[config.mk]
export PLATFORM = sky130hd
export DESIGN_NAME = spdq_mdu
export DESIGN_NICKNAME = d
export VERILOG_FILES = /design/src/rtl/core/spdq_pkg.sv /design/src/rtl/core/spdq_mdu.sv
export SDC_FILE = /design/constraint.sdc
export NUM_CORES = 1
export LEC_CHECK = 0
export BUFFER_PORTS_ARGS = -buffer_cell sky130_fd_sc_hd__buf_4
export CAP_MARGIN = 10
export CORE_MARGIN = 2
export CORE_UTILIZATION = 53
export DETAILED_ROUTE_END_ITERATION = 8
export PLACE_DENSITY = 0.74
export SLEW_MARGIN = 20
export SYNTH_ARGS = -nofsm -noshare
export SYNTH_HDL_FRONTEND = slang
export SYNTH_SLANG_ARGS = --single-unit
[constraint.sdc]
create_clock -name clk -period 5.6 [get_ports clk]
set_input_delay 0 -clock clk [delete_from_list [all_inputs] [get_ports clk]]
set_output_delay 0 -clock clk [all_outputs]
set_load 0.005 [all_outputs]
[src/rtl/core/spdq_pkg.sv]
// ----------------------------------------------------------------------------
// spdq_pkg - shared types and constants of the steering controller
// operand widths, serial unit control, sequencer states, register map
// ----------------------------------------------------------------------------
package spdq_pkg;

	typedef logic signed [15:0] lane_offset_t;
	typedef logic signed [15:0] steer_drive_t;

	// apb register map
	localparam int unsigned ADDR_W = 4;
	localparam logic [1:0] REG_PROP_GAIN = 2'd0;
	localparam logic [1:0] REG_SQUARE_DIV = 2'd1;
	localparam logic [1:0] REG_DERIV_GAIN = 2'd2;

	localparam logic [15:0] PROP_GAIN_RST = 16'd512;
	localparam logic [15:0] SQUARE_DIV_RST = 16'd7680;
	localparam logic [15:0] DERIV_GAIN_RST = 16'd2560;

	// serial multiply / divide unit
	localparam int unsigned OPA_W = 40;
	localparam int unsigned MPL_W = 22;
	localparam int unsigned DVS_W = 16;
	localparam int unsigned RES_W = OPA_W + MPL_W;
	localparam int unsigned STEP_W = 6;

	localparam logic [STEP_W-1:0] MUL_STEPS = 6'd22;
	localparam logic [STEP_W-1:0] ERR_STEPS = 6'd22;
	localparam logic [STEP_W-1:0] QDIV_STEPS = 6'd40;
	localparam logic [STEP_W-1:0] FILT_STEPS = 6'd18;

	localparam logic [MPL_W-1:0] ERR_DIVISOR = 22'd3;
	localparam logic [MPL_W-1:0] FILT_DIVISOR = 22'd5;

	typedef enum logic {
		MDU_MUL,
		MDU_DIV
	} mdu_op_t;

	typedef struct packed {
		logic              start;
		mdu_op_t           op;
		logic [STEP_W-1:0] steps;
	} mdu_req_t;

	typedef enum logic [3:0] {
		ST_IDLE,
		ST_ERR_GO,
		ST_ERR_WAIT,
		ST_SQ_GO,
		ST_SQ_WAIT,
		ST_QDIV_GO,
		ST_QDIV_WAIT,
		ST_GAIN_GO,
		ST_GAIN_WAIT,
		ST_DER_GO,
		ST_DER_WAIT,
		ST_SUM,
		ST_RAW,
		ST_FILT_GO,
		ST_FILT_WAIT,
		ST_DONE
	} state_t;

endpackage

[src/rtl/core/spdq_mdu.sv]
// ----------------------------------------------------------------------------
// spdq_mdu - bit-serial multiply / divide unit
// shift-add multiply, one multiplier bit per cycle; restoring divide,
// one quotient bit per cycle with a left-aligned dividend
// ----------------------------------------------------------------------------
module spdq_mdu import spdq_pkg::*; (
	input  logic             clk,
	input  logic             arst_n,
	input  mdu_req_t         req,
	input  logic [OPA_W-1:0] opa,
	input  logic [MPL_W-1:0] opb,
	output logic             done,
	output logic [RES_W-1:0] result
);

	logic              busy_q;
	logic              done_q;
	logic [STEP_W-1:0] cnt_q;
	mdu_op_t           op_q;

	logic [OPA_W-1:0] opa_q;
	logic [OPA_W-1:0] acc_q;
	logic [MPL_W-1:0] mp_q;
	logic [OPA_W-1:0] dq_q;
	logic [DVS_W-1:0] rem_q;
	logic [DVS_W-1:0] dvs_q;

	logic [OPA_W:0] madd;
	logic [DVS_W:0] rem_sh;
	logic [DVS_W:0] rem_nx;
	logic           ge;

	assign madd = {1'b0, acc_q} + (mp_q[0] ? {1'b0, opa_q} : '0);
	assign rem_sh = {rem_q, dq_q[OPA_W-1]};
	assign ge = rem_sh >= {1'b0, dvs_q};
	assign rem_nx = ge ? (rem_sh - {1'b0, dvs_q}) : rem_sh;

	always_ff @(posedge clk or negedge arst_n) begin
		if (!arst_n) begin
			busy_q <= 1'b0;
			done_q <= 1'b0;
			cnt_q <= '0;
			op_q <= MDU_MUL;
		end else begin
			done_q <= busy_q && (cnt_q == STEP_W'(1));
			if (req.start) begin
				busy_q <= 1'b1;
				cnt_q <= req.steps;
				op_q <= req.op;
			end else if (busy_q) begin
				cnt_q <= cnt_q - STEP_W'(1);
				if (cnt_q == STEP_W'(1)) begin
					busy_q <= 1'b0;
				end
			end
		end
	end

	always_ff @(posedge clk) begin
		if (req.start) begin
			opa_q <= opa;
			acc_q <= '0;
			mp_q <= opb;
			dq_q <= opa;
			rem_q <= '0;
			dvs_q <= opb[DVS_W-1:0];
		end else if (busy_q) begin
			if (op_q == MDU_MUL) begin
				{acc_q, mp_q} <= {madd, mp_q[MPL_W-1:1]};
			end else begin
				dq_q <= {dq_q[OPA_W-2:0], ge};
				rem_q <= rem_nx[DVS_W-1:0];
			end
		end
	end

	assign done = done_q;
	assign result = (op_q == MDU_MUL) ? {acc_q, mp_q} : RES_W'(dq_q);

endmodule

# Yosys cells after proc, flatten, opt, wreduce, memory -nomap -nowiden
# Cells that the tools add are included.
# word_totals
register_bits,183
latchBits,0
ram_bits,0
rom_bits,0
in_bits,72
output_inout_bits,63
elab_cells,38
n_memories,0
# classes
add_sub_neg,3
n_mul,0
div,0
n_lt_le_gt_ge,1
n_eq_ne,2
shifts,0
muxes,14
n_bitwise,1
n_reduce_logical,7
# op_table
cell,n
40-bit two-way mux,4
22-bit two-way mux,3
62-bit two-way mux,1
40-bit by 40-bit adder with 41-bit output,1
17-bit by 16-bit greater-or-equal comparator with 1-bit output,1
16-bit two-way mux,1
16-bit subtractor,1
6-bit two-way mux,2
2-bit AND reduction,4
6-bit by 1-bit == test with 1-bit output (second input constant),1
6-bit by 1-bit subtractor with 6-bit output (second input constant),1
2-bit nonzero test,2
1-bit two-way mux,3
2-bit != test (second input constant),1
1-bit logical AND,1
1-bit inverter,1

# Longest topological paths before layout
# depth
ltp_word,5
ltp_mapped,13
depth_no_buf,12

# Least setup slack after synthesis
# Ideal clock, no wire load.
# synth_timing
kind,flip-flop to flip-flop
from,reg mp_q[0]
to,reg acc_q[35]
setup_time_ns,0.117
t_arrival_ns,3.465
required_time_ns,5.483
slack_ns,2.018
path_stages_with_launch,14
n_path_buf,1
period_less_slack_ns,3.582
path_cell_list,edfxtp_1 clkbuf_1 and2_1 ha_1 fa_1 a211oi_1 o21bai_1 a211o_1 a31o_1 a221o_1 a31o_1 a221oi_2 xnor2_1 a22o_1
# synth_between
elab_chain_len,2
# synth_lines
item,line,rtl
"start, declared",spdq_mdu.sv:23,logic [MPL_W-1:0] mp_q;
"start signal, assigned",spdq_mdu.sv:63,mp_q <= opb;
"start signal, assigned",spdq_mdu.sv:69,"{acc_q, mp_q} <= {madd, mp_q[MPL_W-1:1]};"
40-bit two-way mux,spdq_mdu.sv:33,"assign madd = {1'b0, acc_q} + (mp_q[0] ? {1'b0, opa_q} : '0);"
40-bit by 40-bit adder with 41-bit output,spdq_mdu.sv:33,
"end signal, assigned",spdq_mdu.sv:69,
"end, declared",spdq_mdu.sv:22,logic [OPA_W-1:0] acc_q;
# No other way between the ends.
# A chain may end at the register's enable or synchronous reset.

# Final worst setup path
# layout_timing
from,reg mp_q[0]
to,reg acc_q[37]
# The elaborated chain is that of the path after synthesis.

==> run summary <==
outcome -> finished, final reports clean
highest-count cells in the layout ignoring fill and taps -> buf_4, edfxtp_1, mux2_2
fraction of the cycle the final worst path needs -> 77.12%
DRT iter0 DRCs -> 405
crit start category -> flop
wirelength, routed -> 25,350 um
Final Skew -> 0.01102 ns
critical path cell sequence -> and2_1 -> ha_1 -> fa_1 -> a211oi_1 -> o21bai_1 -> a211o_1 -> a311o_1 -> a21oi_1 -> o311ai_0 -> a41oi_1 -> xnor2_1 -> a22o_1
worst hold-check path type -> input port to flop
post-route cell area -> 12,950 um^2
asr flop ratio synth -> 4.918%
Util after Layout -> 66.96%
Worst-Margin Slew -> 1.062 ns
CTS tree -> built
Critical Path RT -> 5.94 ns
CTS max path bufs -> 2
detailed-router iteration count before antenna repair -> 5
Leakage -> 5.478 nW
H-tree depth -> 4
switching pwr -> 1.151 mW
synthesis-stage register bit count -> 183
share of post-route cells with drive strength above 1 -> 24.64%
Mean Syn Cell Area -> 10.76 um^2
setup TNS -> 0 ns
post-route setup slack -> 1.282 ns
Cell Rows -> 51
remaining global-route overflow -> 0
Synthesized Nets -> 1,098
layer with the highest usage -> met2
post-DP HPWL -> 17,760 um
Initial Util -> 53.78%
Worst-Skew Late Latency -> 0.45 ns
met3 Usage GRT -> 5.662%
most common cell after layout, fill and taps aside -> buf_4
synthesized area -> 10,400 um^2
core area -> 19,330 um^2
met2 usage -> 41.13%
largest net degree at the start of global routing -> 70
root buffer cell -> clkbuf_16
IO Pins -> 135
via-per-instance ratio -> 5.575
die area -> 20,750 um^2
hold slack -> 0.02730 ns
sequential share of the synthesized area -> 47.03%
IO buf count -> 134
GRT Overall Usage -> 25.06%
CP endpoint kind -> flop
P&R area growth vs syn -> 24.52%
Avg WL per Cell -> 17.68 um
die extent in x -> 144.1 um
sequential share of power -> 44.7%
Max-slew headroom -> 29.09%
antenna-violating nets left -> 0
Post-Synthesis Cells -> 966
min cycle time layout -> 4.318 ns
Worst Path Arrival -> 4.66 ns
Final nets -> 1,288
clk slew on worst S/H paths -> 0.08 ns
Sw Share -> 29.85%
Setup CP Type -> flop to flop
fillers -> 1,512
initial antenna violation count -> 0
Place WS -> 1.348 ns
f_max -> 231.6 MHz
Internal Power -> 2.704 mW
count of flip-flops with a built-in enable after synthesis -> 118
Peak VDD IR -> 0.2320 mV
routability cong. -> 0.8976
Die Y -> 144.1 um
DRC -> 0
Comb pwr share -> 23.9%
Final Hold Fails -> 0
Vias -> 7,994
TritonCTS Buffers -> 17
Slew Limit Fails -> 0
placed cell area -> 11,660 um^2
first-pass GRT wire length -> 40,230 um
n_diodes -> 0
CP max stage cell -> edfxtp_1
Max Cap Violations -> 0
Synth Flop Type -> edfxtp_1
Post-CTS Setup Inserts -> 0
Clock Sink Count -> 183
grt met1 use -> 32.92%
Netlist cell types -> 60
Worst Path Max Fanout -> 28
number of global-route vias before repair -> 7,915
Worst path max stage delay -> 0.77 ns
Synth warnings -> 0
power per standard cell area -> 297.7 nW/um^2
Clock power frac -> 31.4%
RSZ-0062 raised after global routing -> no
final-report setup violation count -> 0
## metrics by stage
stage | power (mW) | cells
detailed placement | 2.625 | 1331
finish | 3.855 | 1434
global placement | 2.610 | 1331
CTS | 3.863 | 1434
global route | 4.031 | 1434
floorplan | 2.289 | 966
## cell families after synthesis
group	count (synthesis)	share of synthesized area [%]
xor gates and xnor gates	51	4.296
and+or+nand+nor	247	11.76
DFF	183	47.03
adders and majority gates	60	7.365
muxes	116	12.41
AOI/OAI and AO/OA	229	14.25
buffers and inverters	80	2.900
## final cells by class
type | count | area, um^2 | share of cell area (%)
Tap cell | 265 | 331.6 | 2.561
Sequential cell | 183 | 4891 | 37.78
Inverter | 37 | 138.9 | 1.073
Clock buffer | 17 | 425.4 | 3.286
Clock inverter | 15 | 155.1 | 1.198
Timing Repair Buffer | 214 | 1788 | 13.81
Multi-Input combinational cell | 703 | 5218 | 40.30
## registers in the layout, indices dropped and copies added (netlist names)
signal  flops
acc_q      40
busy_q      1
cnt_q       6
done        1
dq_q       40
dvs_q      16
mp_q       22
op_q        1
opa_q      40
rem_q      16
## synthesized netlist by cell type, types with 3 or more instances
cell type | count | share of area [%]
mux2_2 | 103 | 11
dfrtp_1 | 9 | 2.2
a22o_1 | 18 | 1.5
a311o_1 | 3 | 0.29
edfxtp_1 | 118 | 34
a21oi_1 | 71 | 3.4
buf_1 | 4 | 0.14
o211ai_1 | 4 | 0.29
a21boi_0 | 3 | 0.22
a211oi_1 | 6 | 0.43
clkbuf_1 | 38 | 1.4
and3_1 | 6 | 0.36
a211o_1 | 7 | 0.59
mux2i_1 | 13 | 1.3
nor3_1 | 6 | 0.29
xnor2_1 | 36 | 3.0
o21ai_0 | 51 | 2.5
nand2_1 | 93 | 3.4
nor2b_1 | 30 | 1.8
and2_1 | 41 | 2.5
a21o_1 | 26 | 1.9
o21bai_1 | 8 | 0.58
o21a_1 | 8 | 0.58
nor2_1 | 34 | 1.2
xor2_1 | 15 | 1.3
inv_1 | 37 | 1.3
dfxtp_1 | 56 | 11
ha_1 | 58 | 7.0
nand3_1 | 12 | 0.58
nand4_1 | 10 | 0.60
or3_1 | 3 | 0.18
## worst max-delay path, delay by kind of cell, from the launching register on
family	cells	cell delay [ns]
flops	1	0.77
compound gates	8	2.40
simple gates	1	0.30
xor+xnor	1	0.11
fa+ha+maj	2	0.63
## power groups by stage
stage / clock [mW] / combinational (mW) / sequential (mW)
5_1_grt: 1.27 / 1.02 / 1.74
4_1_cts: 1.22 / 0.920 / 1.72
3_5_place_dp: 0 / 0.874 / 1.75
3_3_place_gp: 0 / 0.860 / 1.75
2_1_floorplan: 0 / 0.604 / 1.69
6_report: 1.21 / 0.923 / 1.72
## final timing paths
| check | startpoint | end | slack [ns] | cells after the start |
|---|---|---|---|---|
| setup / recovery | mp_q[0] | acc_q[37] | 1.28 | 12 |
| hold / removal | req[7] | dvs_q[10] | 0.03 | 1 |
| setup reg to reg | mp_q[0] | acc_q[37] | 1.28 | 12 |
| hold reg to reg | acc_q[17] | acc_q[17] | 0.48 | 2 |
| max in group asynchronous | arst_n | op_q | 4.72 | 3 |
| min in group asynchronous | arst_n | op_q | 0.57 | 3 |
## routing by layer
| metal | part of all wire [%] | wire length (um) |
|---|---|---|
| met1 | 45 | 11390 |
| met2 | 47 | 11940 |
| met3 | 5.8 | 1459 |
| met4 | 2.2 | 564 |
| met5 | 0 | 0 |
## what timing repair did
item,CTS,global route
gates resized for setup,0,0
hold buffers,71,0
endpoints found under the hold margin,134,0
No activity file was read; power rests on OpenSTA's default activity.
